$ cat config.mk
export PLATFORM = sky130hd
export DESIGN_NAME = speed_area_selector_hysteresis
export DESIGN_NICKNAME = d
export VERILOG_FILES = /design/src/rtl/sahy_pkg.sv /design/src/rtl/sahy_front.sv /design/src/rtl/sahy_queue.sv /design/src/rtl/sahy_back.sv /design/src/rtl/speed_area_selector_hysteresis.sv
export SDC_FILE = /design/constraint.sdc
export NUM_CORES = 2
export LEC_CHECK = 0
export BUFFER_PORTS_ARGS = -buffer_cell sky130_fd_sc_hd__buf_2
export CAP_MARGIN = 25
export CORE_ASPECT_RATIO = 1.25
export CORE_MARGIN = 5
export CORE_UTILIZATION = 56
export CTS_BUF_LIST = sky130_fd_sc_hd__clkbuf_8
export CTS_CLUSTER_DIAMETER = 50
export DETAILED_ROUTE_END_ITERATION = 12
export PLACE_DENSITY_LB_ADDON = 0.2
export RECOVER_POWER = 50
export SYNTH_ARGS = -nofsm -noshare
export SYNTH_HDL_FRONTEND = slang
export SYNTH_HIERARCHICAL = 1
export SYNTH_SLANG_ARGS = --single-unit
$ cat constraint.sdc
create_clock -name i_clk -period 11.7 [get_ports i_clk]
set_clock_uncertainty 0.05 [all_clocks]
set_input_delay 2.34 -clock i_clk [delete_from_list [all_inputs] [get_ports i_clk]]
set_output_delay 2.34 -clock i_clk [all_outputs]
set_load 0.02 [all_outputs]
$ cat src/rtl/sahy_pkg.sv
// Shared types and constants for the speed area selector.
// Used by the front, queue, back and top-level files; depends on nothing.

package sahy_pkg;

    typedef enum logic [1:0] {
        OP_TICK     = 2'd0,
        OP_ODOMETRY = 2'd1,
        OP_READBACK = 2'd2,
        OP_NONE     = 2'd3
    } t_op;

    typedef enum logic [1:0] {
        MODE_INIT    = 2'd0,
        MODE_STANDBY = 2'd1,
        MODE_READY   = 2'd2
    } t_mode;

    localparam logic [1:0] AREA_0 = 2'd0;
    localparam logic [1:0] AREA_1 = 2'd1;
    localparam logic [1:0] AREA_2 = 2'd2;

    localparam logic [2:0] REG_SPEED_LIMIT_LOW  = 3'd0;
    localparam logic [2:0] REG_SPEED_LIMIT_HIGH = 3'd1;
    localparam logic [2:0] REG_HYSTERESIS_LOW   = 3'd2;
    localparam logic [2:0] REG_HYSTERESIS_HIGH  = 3'd3;
    localparam logic [2:0] REG_OUTPUT_NUMBER_A  = 3'd4;
    localparam logic [2:0] REG_OUTPUT_NUMBER_B  = 3'd5;
    localparam logic [2:0] REG_ACTIVE_LEVELS    = 3'd6;
    localparam logic [2:0] REG_STALE_TICKS      = 3'd7;

    localparam int unsigned SpeedLowRst  = 200;
    localparam int unsigned SpeedHighRst = 400;
    localparam int unsigned HystLowRst   = 50;
    localparam int unsigned HystHighRst  = 300;

    localparam logic [14:0] SPEED_LOW_RST  = 15'(SpeedLowRst);
    localparam logic [14:0] SPEED_HIGH_RST = 15'(SpeedHighRst);
    localparam logic [14:0] HYST_LOW_RST   = 15'(HystLowRst);
    localparam logic [14:0] HYST_HIGH_RST  = 15'(HystHighRst);
    localparam logic [29:0] LOW_SQ_RST     = 30'(SpeedLowRst * SpeedLowRst);
    localparam logic [29:0] HIGH_SQ_RST    = 30'(SpeedHighRst * SpeedHighRst);
    localparam logic [29:0] LOW_FALL_SQ_RST =
        30'((SpeedLowRst - HystLowRst) * (SpeedLowRst - HystLowRst));
    localparam logic [29:0] HIGH_FALL_SQ_RST =
        30'((SpeedHighRst - HystHighRst) * (SpeedHighRst - HystHighRst));
    localparam logic [3:0]  NUMBER_A_RST   = 4'd1;
    localparam logic [3:0]  NUMBER_B_RST   = 4'd2;
    localparam logic [1:0]  LEVELS_RST     = 2'd3;
    localparam logic [15:0] STALE_RST      = 16'd20;
    localparam logic [15:0] AGE_MAX        = 16'hFFFF;

    localparam int unsigned QDepth = 2;
    localparam int unsigned QAw    = 1;

    // Classified item as it travels from front to back.
    typedef struct packed {
        t_op         op;
        logic [30:0] sq_x;
        logic [30:0] sq_y;
        logic [7:0]  readback;
    } t_item;

    // Configuration as the back sees it, thresholds already squared.
    typedef struct packed {
        logic [29:0] low_sq;
        logic [29:0] high_sq;
        logic [29:0] low_fall_sq;
        logic        low_fall_en;
        logic [29:0] high_fall_sq;
        logic        high_fall_en;
        logic [3:0]  number_a;
        logic [3:0]  number_b;
        logic [1:0]  levels;
        logic [15:0] stale_ticks;
    } t_cfg;

    typedef struct packed {
        logic [1:0] area;
        t_mode      mode;
        logic       wa_req;
        logic [3:0] wa_num;
        logic       wa_lvl;
        logic       wb_req;
        logic [3:0] wb_num;
        logic       wb_lvl;
    } t_result;

endpackage

$ cat src/rtl/sahy_front.sv
// Front stage: accepts input beats, classifies the command and squares the speeds.
// Depends on sahy_pkg.

module sahy_front (
    input  logic              i_clk,
    input  logic              i_rst_n,
    input  logic              i_valid,
    output logic              o_stall,
    input  logic [1:0]        i_cmd,
    input  logic signed [15:0] i_speed_x,
    input  logic signed [15:0] i_speed_y,
    input  logic [7:0]        i_output_readback,
    input  logic              i_q_full,
    output logic              o_push,
    output sahy_pkg::t_item   o_item
);

    logic              r_valid;
    sahy_pkg::t_item   r_item;
    logic signed [31:0] w_px;
    logic signed [31:0] w_py;
    logic              w_accept;

    assign w_px     = i_speed_x * i_speed_x;
    assign w_py     = i_speed_y * i_speed_y;
    assign o_stall  = r_valid & i_q_full;
    assign w_accept = i_valid & ~o_stall;
    assign o_push   = r_valid & ~i_q_full;
    assign o_item   = r_item;

    always_ff @(posedge i_clk) begin
        if (!i_rst_n) begin
            r_valid <= 1'b0;
        end else if (w_accept) begin
            r_valid <= 1'b1;
        end else if (o_push) begin
            r_valid <= 1'b0;
        end
        if (w_accept) begin
            r_item.op       <= sahy_pkg::t_op'(i_cmd);
            r_item.sq_x     <= w_px[30:0];
            r_item.sq_y     <= w_py[30:0];
            r_item.readback <= i_output_readback;
        end
    end

endmodule

$ cat src/rtl/sahy_queue.sv
// Two-entry queue between front and back.
// Depends on sahy_pkg.

module sahy_queue (
    input  logic            i_clk,
    input  logic            i_rst_n,
    input  logic            i_push,
    input  sahy_pkg::t_item i_item,
    output logic            o_full,
    input  logic            i_pop,
    output logic            o_valid,
    output sahy_pkg::t_item o_item
);

    localparam int unsigned  QAw      = sahy_pkg::QAw;
    localparam logic [QAw:0] DepthCnt = (QAw + 1)'(sahy_pkg::QDepth);

    sahy_pkg::t_item  r_mem [sahy_pkg::QDepth];
    logic [QAw-1:0]   r_wr_ptr;
    logic [QAw-1:0]   r_rd_ptr;
    logic [QAw:0]     r_count;

    assign o_full  = (r_count == DepthCnt);
    assign o_valid = (r_count != '0);
    assign o_item  = r_mem[r_rd_ptr];

    always_ff @(posedge i_clk) begin
        if (!i_rst_n) begin
            r_wr_ptr <= '0;
            r_rd_ptr <= '0;
            r_count  <= '0;
        end else begin
            if (i_push) begin
                r_wr_ptr <= r_wr_ptr + 1'b1;
            end
            if (i_pop) begin
                r_rd_ptr <= r_rd_ptr + 1'b1;
            end
            case ({i_push, i_pop})
                2'b10:   r_count <= r_count + 1'b1;
                2'b01:   r_count <= r_count - 1'b1;
                default: r_count <= r_count;
            endcase
        end
        if (i_push) begin
            r_mem[r_wr_ptr] <= i_item;
        end
    end

endmodule

$ cat src/rtl/sahy_back.sv
// Back stage: mode and area state, staleness ages, write requests, output register.
// Depends on sahy_pkg.

module sahy_back #(
    parameter int OUTPUT_COUNT = 8
) (
    input  logic              i_clk,
    input  logic              i_rst_n,
    input  logic              i_q_valid,
    input  sahy_pkg::t_item   i_item,
    output logic              o_pop,
    input  sahy_pkg::t_cfg    i_cfg,
    output logic              o_valid,
    input  logic              i_stall,
    output sahy_pkg::t_result o_res
);

    localparam logic [7:0] CountLimit = 8'(OUTPUT_COUNT);

    sahy_pkg::t_mode   r_mode, n_mode;
    logic [1:0]        r_area, n_area;
    logic [31:0]       r_v2, n_v2;
    logic [7:0]        r_rb, n_rb;
    logic [15:0]       r_odo_age, n_odo_age;
    logic [15:0]       r_rb_age, n_rb_age;
    logic              r_valid;
    sahy_pkg::t_result r_res;
    sahy_pkg::t_result n_res;

    logic        w_fresh;
    logic        w_hold;
    logic        w_lva, w_lvb;
    logic        w_above_hi, w_above_lo, w_below_lo, w_below_hi;
    logic [15:0] w_rb_ext;
    logic        w_num_a_ok, w_num_b_ok;
    logic        w_bit_a, w_bit_b;
    logic [15:0] w_odo_inc, w_rb_inc;

    assign o_pop   = i_q_valid & (~r_valid | ~i_stall);
    assign o_valid = r_valid;
    assign o_res   = r_res;

    assign w_odo_inc = (r_odo_age == sahy_pkg::AGE_MAX) ? r_odo_age : r_odo_age + 16'd1;
    assign w_rb_inc  = (r_rb_age == sahy_pkg::AGE_MAX) ? r_rb_age : r_rb_age + 16'd1;
    assign w_fresh   = (w_odo_inc != sahy_pkg::AGE_MAX) && (w_odo_inc <= i_cfg.stale_ticks)
                    && (w_rb_inc != sahy_pkg::AGE_MAX) && (w_rb_inc <= i_cfg.stale_ticks);

    assign w_above_hi = r_v2 > {2'b00, i_cfg.high_sq};
    assign w_above_lo = r_v2 > {2'b00, i_cfg.low_sq};
    assign w_below_lo = i_cfg.low_fall_en & (r_v2 < {2'b00, i_cfg.low_fall_sq});
    assign w_below_hi = i_cfg.high_fall_en & (r_v2 < {2'b00, i_cfg.high_fall_sq});

    // Out-of-range numbers never request; bits above the readback byte read low.
    assign w_rb_ext   = {8'h00, r_rb};
    assign w_num_a_ok = (i_cfg.number_a != 4'd0) && ({4'h0, i_cfg.number_a} <= CountLimit);
    assign w_num_b_ok = (i_cfg.number_b != 4'd0) && ({4'h0, i_cfg.number_b} <= CountLimit);
    assign w_bit_a    = w_rb_ext[i_cfg.number_a - 4'd1];
    assign w_bit_b    = w_rb_ext[i_cfg.number_b - 4'd1];

    always_comb begin
        n_mode    = r_mode;
        n_area    = r_area;
        n_v2      = r_v2;
        n_rb      = r_rb;
        n_odo_age = r_odo_age;
        n_rb_age  = r_rb_age;
        w_hold    = 1'b0;
        w_lva     = 1'b0;
        w_lvb     = 1'b0;
        case (i_item.op)
            sahy_pkg::OP_ODOMETRY: begin
                n_v2      = {1'b0, i_item.sq_x} + {1'b0, i_item.sq_y};
                n_odo_age = 16'd0;
            end
            sahy_pkg::OP_READBACK: begin
                n_rb     = i_item.readback;
                n_rb_age = 16'd0;
            end
            sahy_pkg::OP_TICK: begin
                n_odo_age = w_odo_inc;
                n_rb_age  = w_rb_inc;
                case (r_mode)
                    sahy_pkg::MODE_STANDBY: begin
                        if (w_fresh) n_mode = sahy_pkg::MODE_READY;
                    end
                    sahy_pkg::MODE_READY: begin
                        if (!w_fresh) begin
                            n_mode = sahy_pkg::MODE_STANDBY;
                        end else begin
                            case (r_area)
                                sahy_pkg::AREA_1: begin
                                    if (w_above_hi) begin
                                        n_area = sahy_pkg::AREA_2;
                                    end else if (w_below_lo) begin
                                        n_area = sahy_pkg::AREA_0;
                                    end else begin
                                        w_hold = 1'b1;
                                        w_lva  = i_cfg.levels[0];
                                        w_lvb  = ~i_cfg.levels[1];
                                    end
                                end
                                sahy_pkg::AREA_2: begin
                                    if (w_below_lo) begin
                                        n_area = sahy_pkg::AREA_0;
                                    end else if (w_below_hi) begin
                                        n_area = sahy_pkg::AREA_1;
                                    end else begin
                                        w_hold = 1'b1;
                                        w_lva  = i_cfg.levels[0];
                                        w_lvb  = i_cfg.levels[1];
                                    end
                                end
                                default: begin
                                    if (w_above_hi) begin
                                        n_area = sahy_pkg::AREA_2;
                                    end else if (w_above_lo) begin
                                        n_area = sahy_pkg::AREA_1;
                                    end else begin
                                        n_area = sahy_pkg::AREA_0;
                                        w_hold = 1'b1;
                                        w_lva  = ~i_cfg.levels[0];
                                        w_lvb  = ~i_cfg.levels[1];
                                    end
                                end
                            endcase
                        end
                    end
                    default: n_mode = sahy_pkg::MODE_STANDBY;
                endcase
            end
            default: ;
        endcase

        n_res.area   = n_area;
        n_res.mode   = n_mode;
        n_res.wa_req = w_hold & w_num_a_ok & (w_bit_a != w_lva);
        n_res.wa_num = n_res.wa_req ? i_cfg.number_a : 4'd0;
        n_res.wa_lvl = n_res.wa_req & w_lva;
        n_res.wb_req = w_hold & w_num_b_ok & (w_bit_b != w_lvb);
        n_res.wb_num = n_res.wb_req ? i_cfg.number_b : 4'd0;
        n_res.wb_lvl = n_res.wb_req & w_lvb;
    end

    always_ff @(posedge i_clk) begin
        if (!i_rst_n) begin
            r_mode    <= sahy_pkg::MODE_INIT;
            r_area    <= sahy_pkg::AREA_0;
            r_v2      <= '0;
            r_rb      <= '0;
            r_odo_age <= sahy_pkg::AGE_MAX;
            r_rb_age  <= sahy_pkg::AGE_MAX;
            r_valid   <= 1'b0;
        end else begin
            if (o_pop) begin
                r_mode    <= n_mode;
                r_area    <= n_area;
                r_v2      <= n_v2;
                r_rb      <= n_rb;
                r_odo_age <= n_odo_age;
                r_rb_age  <= n_rb_age;
                r_valid   <= 1'b1;
            end else if (!i_stall) begin
                r_valid <= 1'b0;
            end
        end
        if (o_pop) begin
            r_res <= n_res;
        end
    end

endmodule

$ cat src/rtl/speed_area_selector_hysteresis.sv
// Top level of the speed area selector: configuration registers and threshold squares,
// front stage, queue and back stage. Depends on sahy_pkg, sahy_front, sahy_queue, sahy_back.

// The block takes one beat per clock, sustained while the queue has room, and returns one
// result beat for every input beat, in order. A beat is a tick (cmd 0), an odometry sample
// (cmd 1) or an output readback (cmd 2); cmd 3 is passed through as a result with no change.
// An accepted beat is loaded into the front register, which squares the speeds in its single
// multiplier pair, moves to a queue slot and then into the back output register, where all
// state updates and the hysteresis compares happen together; a full queue or an output
// stall can hold the beat between these steps. The two-entry queue lets the input keep
// flowing while the output stalls briefly; once it fills, the input stalls. Threshold
// squares are formed in the cycle of the configuration write, so configuration is ready
// for a beat accepted right after it. There is no clearing pass.

module speed_area_selector_hysteresis #(
    parameter int OUTPUT_COUNT = 8
) (
    input  logic               i_clk,
    input  logic               i_rst_n,
    input  logic               i_cfg_we,
    input  logic [2:0]         i_cfg_index,
    input  logic [15:0]        i_cfg_data,
    input  logic               i_valid,
    output logic               o_stall,
    input  logic [1:0]         i_cmd,
    input  logic signed [15:0] i_speed_x,
    input  logic signed [15:0] i_speed_y,
    input  logic [7:0]         i_output_readback,
    output logic               o_valid,
    input  logic               i_stall,
    output logic [1:0]         o_area,
    output logic [1:0]         o_mode,
    output logic               o_write_a_request,
    output logic [3:0]         o_write_a_number,
    output logic               o_write_a_level,
    output logic               o_write_b_request,
    output logic [3:0]         o_write_b_number,
    output logic               o_write_b_level
);

    // Raw configuration.
    logic [14:0] r_speed_low, r_speed_high, r_hyst_low, r_hyst_high;
    logic [3:0]  r_number_a, r_number_b;
    logic [1:0]  r_levels;
    logic [15:0] r_stale;
    // Squared thresholds; the fall-back thresholds carry an enable that is low when
    // the limit minus its margin is zero or below.
    logic [29:0] r_low_sq, r_high_sq, r_low_fall_sq, r_high_fall_sq;
    logic        r_low_fall_en, r_high_fall_en;

    logic [14:0] w_new_val;
    logic [15:0] w_low_diff, w_high_diff;
    logic [14:0] w_low_lim, w_low_hyst, w_high_lim, w_high_hyst;
    logic [29:0] w_new_sq, w_low_diff_sq, w_high_diff_sq;

    sahy_pkg::t_cfg    w_cfg;
    sahy_pkg::t_item   w_front_item, w_q_item;
    sahy_pkg::t_result w_res;
    logic              w_push, w_pop, w_q_full, w_q_valid;

    assign w_new_val = i_cfg_data[14:0];
    assign w_new_sq  = 30'(w_new_val * w_new_val);

    // Pick the freshly written value in place of the stored one for the difference.
    assign w_low_lim   = (i_cfg_index == sahy_pkg::REG_SPEED_LIMIT_LOW) ? w_new_val
                                                                         : r_speed_low;
    assign w_low_hyst  = (i_cfg_index == sahy_pkg::REG_HYSTERESIS_LOW) ? w_new_val
                                                                        : r_hyst_low;
    assign w_high_lim  = (i_cfg_index == sahy_pkg::REG_SPEED_LIMIT_HIGH) ? w_new_val
                                                                          : r_speed_high;
    assign w_high_hyst = (i_cfg_index == sahy_pkg::REG_HYSTERESIS_HIGH) ? w_new_val
                                                                         : r_hyst_high;
    assign w_low_diff  = {1'b0, w_low_lim} - {1'b0, w_low_hyst};
    assign w_high_diff = {1'b0, w_high_lim} - {1'b0, w_high_hyst};
    assign w_low_diff_sq  = 30'(w_low_diff[14:0] * w_low_diff[14:0]);
    assign w_high_diff_sq = 30'(w_high_diff[14:0] * w_high_diff[14:0]);

    always_ff @(posedge i_clk) begin
        if (!i_rst_n) begin
            r_speed_low    <= sahy_pkg::SPEED_LOW_RST;
            r_speed_high   <= sahy_pkg::SPEED_HIGH_RST;
            r_hyst_low     <= sahy_pkg::HYST_LOW_RST;
            r_hyst_high    <= sahy_pkg::HYST_HIGH_RST;
            r_number_a     <= sahy_pkg::NUMBER_A_RST;
            r_number_b     <= sahy_pkg::NUMBER_B_RST;
            r_levels       <= sahy_pkg::LEVELS_RST;
            r_stale        <= sahy_pkg::STALE_RST;
            r_low_sq       <= sahy_pkg::LOW_SQ_RST;
            r_high_sq      <= sahy_pkg::HIGH_SQ_RST;
            r_low_fall_sq  <= sahy_pkg::LOW_FALL_SQ_RST;
            r_high_fall_sq <= sahy_pkg::HIGH_FALL_SQ_RST;
            r_low_fall_en  <= 1'b1;
            r_high_fall_en <= 1'b1;
        end else if (i_cfg_we) begin
            case (i_cfg_index)
                sahy_pkg::REG_SPEED_LIMIT_LOW: begin
                    r_speed_low   <= w_new_val;
                    r_low_sq      <= w_new_sq;
                    r_low_fall_sq <= w_low_diff_sq;
                    r_low_fall_en <= ~w_low_diff[15] & (w_low_diff != 16'd0);
                end
                sahy_pkg::REG_SPEED_LIMIT_HIGH: begin
                    r_speed_high   <= w_new_val;
                    r_high_sq      <= w_new_sq;
                    r_high_fall_sq <= w_high_diff_sq;
                    r_high_fall_en <= ~w_high_diff[15] & (w_high_diff != 16'd0);
                end
                sahy_pkg::REG_HYSTERESIS_LOW: begin
                    r_hyst_low    <= w_new_val;
                    r_low_fall_sq <= w_low_diff_sq;
                    r_low_fall_en <= ~w_low_diff[15] & (w_low_diff != 16'd0);
                end
                sahy_pkg::REG_HYSTERESIS_HIGH: begin
                    r_hyst_high    <= w_new_val;
                    r_high_fall_sq <= w_high_diff_sq;
                    r_high_fall_en <= ~w_high_diff[15] & (w_high_diff != 16'd0);
                end
                sahy_pkg::REG_OUTPUT_NUMBER_A: r_number_a <= i_cfg_data[3:0];
                sahy_pkg::REG_OUTPUT_NUMBER_B: r_number_b <= i_cfg_data[3:0];
                sahy_pkg::REG_ACTIVE_LEVELS:   r_levels   <= i_cfg_data[1:0];
                sahy_pkg::REG_STALE_TICKS:     r_stale    <= i_cfg_data;
                default: ;
            endcase
        end
    end

    assign w_cfg.low_sq       = r_low_sq;
    assign w_cfg.high_sq      = r_high_sq;
    assign w_cfg.low_fall_sq  = r_low_fall_sq;
    assign w_cfg.low_fall_en  = r_low_fall_en;
    assign w_cfg.high_fall_sq = r_high_fall_sq;
    assign w_cfg.high_fall_en = r_high_fall_en;
    assign w_cfg.number_a     = r_number_a;
    assign w_cfg.number_b     = r_number_b;
    assign w_cfg.levels       = r_levels;
    assign w_cfg.stale_ticks  = r_stale;

    sahy_front u_front (
        .i_clk             (i_clk),
        .i_rst_n           (i_rst_n),
        .i_valid           (i_valid),
        .o_stall           (o_stall),
        .i_cmd             (i_cmd),
        .i_speed_x         (i_speed_x),
        .i_speed_y         (i_speed_y),
        .i_output_readback (i_output_readback),
        .i_q_full          (w_q_full),
        .o_push            (w_push),
        .o_item            (w_front_item)
    );

    sahy_queue u_queue (
        .i_clk   (i_clk),
        .i_rst_n (i_rst_n),
        .i_push  (w_push),
        .i_item  (w_front_item),
        .o_full  (w_q_full),
        .i_pop   (w_pop),
        .o_valid (w_q_valid),
        .o_item  (w_q_item)
    );

    sahy_back #(
        .OUTPUT_COUNT (OUTPUT_COUNT)
    ) u_back (
        .i_clk     (i_clk),
        .i_rst_n   (i_rst_n),
        .i_q_valid (w_q_valid),
        .i_item    (w_q_item),
        .o_pop     (w_pop),
        .i_cfg     (w_cfg),
        .o_valid   (o_valid),
        .i_stall   (i_stall),
        .o_res     (w_res)
    );

    assign o_area            = w_res.area;
    assign o_mode            = w_res.mode;
    assign o_write_a_request = w_res.wa_req;
    assign o_write_a_number  = w_res.wa_num;
    assign o_write_a_level   = w_res.wa_lvl;
    assign o_write_b_request = w_res.wb_req;
    assign o_write_b_number  = w_res.wb_num;
    assign o_write_b_level   = w_res.wb_lvl;

`ifndef SYNTHESIS
    // A write request only ever comes out of the ready mode.
    a_req_needs_ready: assert property (@(posedge i_clk) disable iff (!i_rst_n)
        o_valid && (o_write_a_request || o_write_b_request)
            |-> o_mode == sahy_pkg::MODE_READY)
        else $error("write request outside ready mode");

    // Without a request, number and level read zero.
    a_idle_fields_zero: assert property (@(posedge i_clk) disable iff (!i_rst_n)
        o_valid && !o_write_a_request && !o_write_b_request
            |-> o_write_a_number == 4'd0 && o_write_a_level == 1'b0
                && o_write_b_number == 4'd0 && o_write_b_level == 1'b0)
        else $error("write fields set without a request");

    // The front never pushes into a full queue.
    a_no_overflow: assert property (@(posedge i_clk) disable iff (!i_rst_n)
        w_q_full |-> !w_push)
        else $error("queue overflow");
`endif

endmodule
Yosys cells after proc, flatten, opt, wreduce, memory -nomap -nowiden. Memory sizes are Yosys's and may differ from the RTL's. A register that Yosys moved wholly into a read port is not among the register bits. Index checks and enable logic that the tools add are counted.

Bits in latches: 0. Output and inout bits: 18. Word-level logic and storage cells: 205. Memories: 1. Register bits: 378. RAM bits: 144. Input bits: 66. Memory bits (read-only): 0.

Add/sub/neg operators: 11. Magnitude comparators: 10. Eq/ne operators: 23. Reductions and logical operators: 30. Bitwise gates (word level): 23. Multiply operators: 5. Shift operators: 0. Div/mod/pow operators: 0. Mux-type cells: 65.

Memories: u_queue.r_mem (words 2, width 72, read ports 1, clocked after Yosys merged registers in 1, wr ports 1, RTL line sahy_queue.sv:18) `sahy_pkg::t_item r_mem [sahy_pkg::QDepth];`.

Operator list (count): $mul 15x15->30 (3); $gt 32x30->1 (2); $lt 32x30->1 (2); $pmux 16 s2 (2); $mul 16x16->31 (2); $mux 15 (4); $mux 1 (38); $add 16x1->16 const B (2); $add 31x31->32 (1); $eq 16x16->1 const B (2); $le 16x16->1 (2); $mux 16 (2); $ne 16x16->1 const B (2); $reduce_bool 16->1 (2); $sub 15x15->16 (2); $reduce_and 2->1 (12); $mux 2 (11); $and 1x1->1 (14); $eq 3x3->1 const B (4); $pmux 2 s2 (3); $eq 2x2->1 const B (5); $lt 4x5->1 const B (2); $reduce_bool 2->1 (5); $bmux 1 s4 (2); 18 further kinds (41).

Depth between registers and ports, before layout.
Depth after elaboration: 12. Depth in mapped cells: 42. Mapped depth without buffers: 37.

Cells and area by module. Netlist, hierarchy kept.

Modules (own cells, without submodules): speed_area_selector_hysteresis (times used 1, sequential area each 4083.9 um2, cells each 3252, area an instance 27777.9 um2); sahy_front (times used 1, sequential area each 2122.0 um2, cells each 2073, area an instance 19936.6 um2); sahy_back (times used 1, sequential area each 2021.9 um2, cells each 1324, area an instance 10272.4 um2); sahy_queue (times used 1, sequential area each 4424.2 um2, cells each 246, area an instance 5393.9 um2).

Worst setup path before layout. OpenSTA, ideal clock, no wires.

Kind: input to register. Start: input port i_cfg_index[2]. End: register r_low_fall_sq[29]. Path buffers: 4. Data required time: 11.576 ns. Arrival: 11.603 ns. Path slack: -0.027 ns. Stages on the path: 37. Library setup time: 0.074 ns. Cells stage by stage: clkbuf_1 -> or3b_1 -> buf_2 -> buf_1 -> mux2_2 -> ha_1 -> fa_1 -> nor2b_1 -> o21ai_0 -> a221oi_1 -> a21oi_2 -> o41ai_4 -> a31oi_1 -> or3_4 -> xor2_2 -> buf_2 -> nor2_1 -> fa_1 -> inv_1 -> fa_1 -> inv_1 -> fa_1 -> fa_1 -> fa_1 -> inv_1 -> fa_1 -> inv_1 -> ha_1 -> or4_1 -> a211o_1 -> nand3_1 -> a31oi_1 -> a211o_1 -> a21oi_1 -> xnor2_1 -> or3_1 -> a31oi_1.

Longest elaborated chain between the ends: 4. Elaborated cells between the ends (all ways): 8. Classes of those cells: add/sub: 1; mul: 1; eq/ne: 1; mux: 2; reduce/logical: 3.

Ends and longest elaborated chain: start, declared (RTL line speed_area_selector_hysteresis.sv:21) `input logic [2:0] i_cfg_index,`; $eq 3x2->1 (RTL line speed_area_selector_hysteresis.sv:67) `assign w_low_hyst = (i_cfg_index == sahy_pkg::REG_HYSTERESIS_LOW) ? w_new_val`; $mux 15; via w_low_hyst[0] (RTL line speed_area_selector_hysteresis.sv:53) `logic [14:0] w_low_lim, w_low_hyst, w_high_lim, w_high_hyst;`; $sub 15x15->16 (RTL line speed_area_selector_hysteresis.sv:73) `assign w_low_diff = {1'b0, w_low_lim} - {1'b0, w_low_hyst};`; $mul 15x15->30 (RTL line speed_area_selector_hysteresis.sv:75) `assign w_low_diff_sq = 30'(w_low_diff[14:0] * w_low_diff[14:0]);`; end signal, assigned (RTL line speed_area_selector_hysteresis.sv:90) `r_low_fall_sq <= sahy_pkg::LOW_FALL_SQ_RST;`; end signal, assigned (RTL line speed_area_selector_hysteresis.sv:99) `r_low_fall_sq <= w_low_diff_sq;`; end signal, assigned (RTL line speed_area_selector_hysteresis.sv:110) `r_low_fall_sq <= w_low_diff_sq;`; end, declared (RTL line speed_area_selector_hysteresis.sv:48) `logic [29:0] r_low_sq, r_high_sq, r_low_fall_sq, r_high_fall_sq;`.

The timed path passes the listed nets, and every way through them passes these cells. A chain may end at the register's enable or synchronous reset.

Final worst setup path.
Start: input port i_cfg_index[0]. End: register r_high_fall_sq[22].

Longest elaborated chain between the ends: 4. Elaborated cells between the ends (all ways): 8. Classes of those cells: add/sub: 1; mul: 1; eq/ne: 2; mux: 2; reduce/logical: 2.

Ends and longest elaborated chain: $eq 3x1->1 (RTL line speed_area_selector_hysteresis.sv:69) `assign w_high_lim = (i_cfg_index == sahy_pkg::REG_SPEED_LIMIT_HIGH) ? w_new_val`; $mux 15; via w_high_lim[1] (RTL line speed_area_selector_hysteresis.sv:53); $sub 15x15->16 (RTL line speed_area_selector_hysteresis.sv:74) `assign w_high_diff = {1'b0, w_high_lim} - {1'b0, w_high_hyst};`; $mul 15x15->30 (RTL line speed_area_selector_hysteresis.sv:76) `assign w_high_diff_sq = 30'(w_high_diff[14:0] * w_high_diff[14:0]);`; end signal, assigned (RTL line speed_area_selector_hysteresis.sv:91) `r_high_fall_sq <= sahy_pkg::HIGH_FALL_SQ_RST;`; end signal, assigned (RTL line speed_area_selector_hysteresis.sv:105) `r_high_fall_sq <= w_high_diff_sq;`; end signal, assigned (RTL line speed_area_selector_hysteresis.sv:115) `r_high_fall_sq <= w_high_diff_sq;`; end, declared (RTL line speed_area_selector_hysteresis.sv:48).

The timed path passes the listed nets, and every way through them passes these cells.

==> summary.txt <==
Run status
  • Outcome: finished with violations
  • Failing checks: capacitance limit, slew limit

Run
  • Max-cap viol count: 8

Yosys
  • Flop and latch count out of synthesis: 517
  • Register area share after synthesis: 0.200
  • Post-synthesis instance area: 0.0634 sq mm
  • Number of distinct library cells after synthesis: 105
  • Most used flip-flop cell after synthesis: sky130_fd_sc_hd__dfxtp_1
  • Share of async-settable or async-resettable flops after synthesis: 0
  • Warning count from the yosys run: 6
  • Per-instance average area after synthesis: 9.19 sq um
  • Gate count of the mapped netlist: 6895
  • Number of enable-type register cells in the synthesized netlist: 230

Route
  • Number of DRC violations after detailed routing: 0
  • Via Count: 47500
  • Detail Route Antenna Nets: 0
  • Per-cell routed wire length: 18.8 um
  • Total iterations of the first detailed-routing run: 6
  • Final Routed Wirelength: 160000 um
  • Average vias per placed instance: 5.59
  • Number of DRC markers after the initial detailed-route iteration: 2796

Setup path
  • Critical path's slowest cell: sky130_fd_sc_hd__nor2_1
  • Class of the most critical setup path: input port to register
  • Most common cell on crit path: sky130_fd_sc_hd__fa_1
  • Crit path DAT: 11.67 ns
  • Worst Setup End Kind: register
  • Highest net fanout along the worst path: 17
  • Delay of the slowest cell on the worst path: 0.77 ns
  • Element type at the critical path start: input port
  • Required time of the critical path: 12.28 ns

STA
  • Max-Slew Margin vs Limit: -1.86
  • Portion of the clock cycle consumed by the worst path in the final layout: 0.948
  • Final hold viol count: 0
  • Highest attainable clock frequency: 90.2 MHz
  • Transition at the pin with the smallest max-transition slack: 4.29 ns
  • Unrepaired setup endpoints after global routing: no
  • Setup Viol. Count Final: 0
  • Final Critical Period: 11.09 ns
  • Pins Over Slew Limit: 389

Floorplan
  • Area enclosed by the die boundary: 0.120 sq mm
  • Chip Height: 386 um
  • Effective utilization at floorplan: 0.561
  • Placeable Area: 0.113 sq mm
  • Number of I/O pins: 84
  • Placement Rows: 138
  • Die extent in x: 311 um

CTS
  • Resized cells post-CTS: 0
  • CTS H-tree lvls: 3
  • Total of hold buffers inserted after clock tree synthesis: 0
  • Buffer type at the clock tree root: sky130_fd_sc_hd__clkbuf_8
  • Total clock buffers created by CTS: 91
  • Buffer depth of the longest clock path: 3
  • Clk sinks: 517
  • Post-CTS setup repair buffer count: 0
  • Clock tree from TritonCTS: done
  • Insertion delay to the later sink of the worst-skew pair: 0.76 ns
  • Clock transition time at the flip-flop clock pins of the worst setup and hold paths: 0.06 ns

Cells and area
  • Filler cells: 9899
  • Area taken by multi-input logic gates: 0.0444 sq mm
  • Layout Area Growth over Synthesis: 6.71%
  • Most common library cell in the layout ignoring fill and taps: sky130_fd_sc_hd__inv_1
  • Utilization after layout: 0.599
  • Net count reported at finish: 8555
  • Area occupied by registers: 0.0127 sq mm
  • Layout cell share with drive strength beyond 1: 0.0730
  • Commonest cells after routing, fill and taps aside: sky130_fd_sc_hd__inv_1 (1464), sky130_fd_sc_hd__fa_1 (870), sky130_fd_sc_hd__nand2_1 (719), sky130_fd_sc_hd__ha_1 (655), sky130_fd_sc_hd__nor2_1 (361)

Min path
  • Class of the worst hold path: register to register

Global routing
  • Residual overflow from global routing: 0
  • Pin count of the biggest net entering global routing: 94
  • Aggregate global-route resource usage: 0.268
  • Initial antenna violation count: 5
  • Wire length of the first global-routing pass: 259000 um
  • Number of global-route vias before repair: 49600

Placement
  • GP Congestion: 0.924
  • HPWL reported at the end of detailed placement: 126000 um
  • Number of buffers inserted by port buffering: 83
[kinds of logic (layout without fill, tap and decap cells)]
logic type                 Yosys count  in the layout  share of synthesized area
other                                2              8                   0.000118
DFF                                517            517                      0.200
xor gates and xnor gates           236            236                     0.0330
and+or+nand+nor                   1760           1760                      0.130
adders and majority gates         1526           1526                      0.404
buffers and inverters             1692           1831                      0.101
AOI/OAI and AO/OA                  996            996                      0.103
muxes                              166            166                     0.0291
[through the flow]
step / std cells / area, sq um / hold WS, ns / TNS, ns / worst slack (ns)
floorplan: 6899 / 63400 / 0.371 / 0 / 0.0931
global placement: 8338 / 65700 / 0.373 / 0 / 0.0396
detailed placement: 8338 / 65700 / 0.379 / -0.135 / -0.0807
CTS: 8505 / 67600 / 0.383 / 0 / 0.697
global route: 8509 / 67600 / 0.396 / 0 / 0.0690
finish: 8510 / 67600 / 0.383 / 0 / 0.608
[state kept, by name (all words and copies together) (netlist names), 29 cells and up, named ones only]
register,count
r_high_sq,29
r_low_sq,29
r_low_fall_sq,29
u_queue/r_mem,144
u_back/r_v2,32
u_front/o_item,70
r_high_fall_sq,29
[per-layer routing]
| layer | up-vias | track usage | routed length [um] |
|---|---|---|---|
| met5 | - | 0 | 11 |
| met4 | 2 | 0.115 | 7660 |
| met3 | 388 | 0.0310 | 7740 |
| met2 | 1237 | 0.495 | 82900 |
| met1 | 23600 | 0.317 | 61300 |
| li1 | 22300 | - | - |
[synth_stat cells, types with 11 or more instances]
master,number,area share
sky130_fd_sc_hd__inv_1,1449,0.086
sky130_fd_sc_hd__fa_1,870,0.27
sky130_fd_sc_hd__nand2_1,719,0.043
sky130_fd_sc_hd__ha_1,655,0.13
sky130_fd_sc_hd__nor2_1,363,0.021
sky130_fd_sc_hd__a21oi_1,339,0.027
sky130_fd_sc_hd__dfxtp_1,287,0.091
sky130_fd_sc_hd__edfxtp_1,230,0.11
sky130_fd_sc_hd__clkbuf_1,192,0.011
sky130_fd_sc_hd__xnor2_1,161,0.022
sky130_fd_sc_hd__and2_1,152,0.015
sky130_fd_sc_hd__o21ai_0,149,0.012
sky130_fd_sc_hd__nand3_1,124,0.0098
sky130_fd_sc_hd__a21o_1,112,0.013
sky130_fd_sc_hd__mux2_2,98,0.017
sky130_fd_sc_hd__xor2_1,72,0.0099
sky130_fd_sc_hd__a211oi_1,66,0.0078
sky130_fd_sc_hd__nand2b_1,64,0.0063
sky130_fd_sc_hd__nor3_1,64,0.0051
sky130_fd_sc_hd__mux2i_1,63,0.0099
sky130_fd_sc_hd__nand4_1,47,0.0046
sky130_fd_sc_hd__nor2b_1,44,0.0043
sky130_fd_sc_hd__o21a_1,40,0.0047
sky130_fd_sc_hd__a31oi_1,37,0.0037
sky130_fd_sc_hd__o211ai_1,35,0.0041
sky130_fd_sc_hd__and3_1,33,0.0033
sky130_fd_sc_hd__or3_1,29,0.0029
sky130_fd_sc_hd__a221o_1,28,0.0044
sky130_fd_sc_hd__o21bai_1,23,0.0027
sky130_fd_sc_hd__or2_2,23,0.0023
sky130_fd_sc_hd__buf_2,21,0.0017
sky130_fd_sc_hd__o31ai_1,20,0.0024
sky130_fd_sc_hd__and4_1,17,0.0023
sky130_fd_sc_hd__nor3b_1,17,0.0020
sky130_fd_sc_hd__nor4_1,17,0.0017
sky130_fd_sc_hd__buf_1,14,0.00083
sky130_fd_sc_hd__a31o_2,11,0.0015
sky130_fd_sc_hd__o41ai_1,11,0.0015
[area by class of cell]
class | instances | share of cell area
multi-input combinational | 4690 | 0.656
tap | 1470 | 0.0272
timing repair buffer | 203 | 0.0197
clock buffer | 98 | 0.0199
inverter | 1461 | 0.0811
antenna | 2 | 0.0000740
clock inverter | 69 | 0.00868
sequential | 517 | 0.187
[worst paths after layout]
kind	startpoint	end	slack (ns)	cells past startpoint
max	i_cfg_index[0]	r_high_fall_sq[22]$_SDFFE_PN0P_	0.61	37
min	u_front/o_item[42]$_DFFE_PP_	u_queue/r_mem[1][42]$_DFFE_PP_	0.38	0
max reg2reg	r_hyst_low[0]$_SDFFE_PN0P_	r_low_fall_sq[29]$_SDFFE_PN0P_	2.50	32
min reg2reg	u_front/o_item[42]$_DFFE_PP_	u_queue/r_mem[1][42]$_DFFE_PP_	0.38	0
[critical path: cells and delay by family]
kind,cells,cell delay (ns)
AOI/OAI and AO/OA,13,2.40
adders and majority gates,8,3.66
muxes,3,0.57
and+or+nand+nor,5,1.79
buffers and inverters,8,0.89
Power is left out: the tool's default activity adds up to more than one toggle a clock period on the data nets, which glitch-free logic cannot reach.
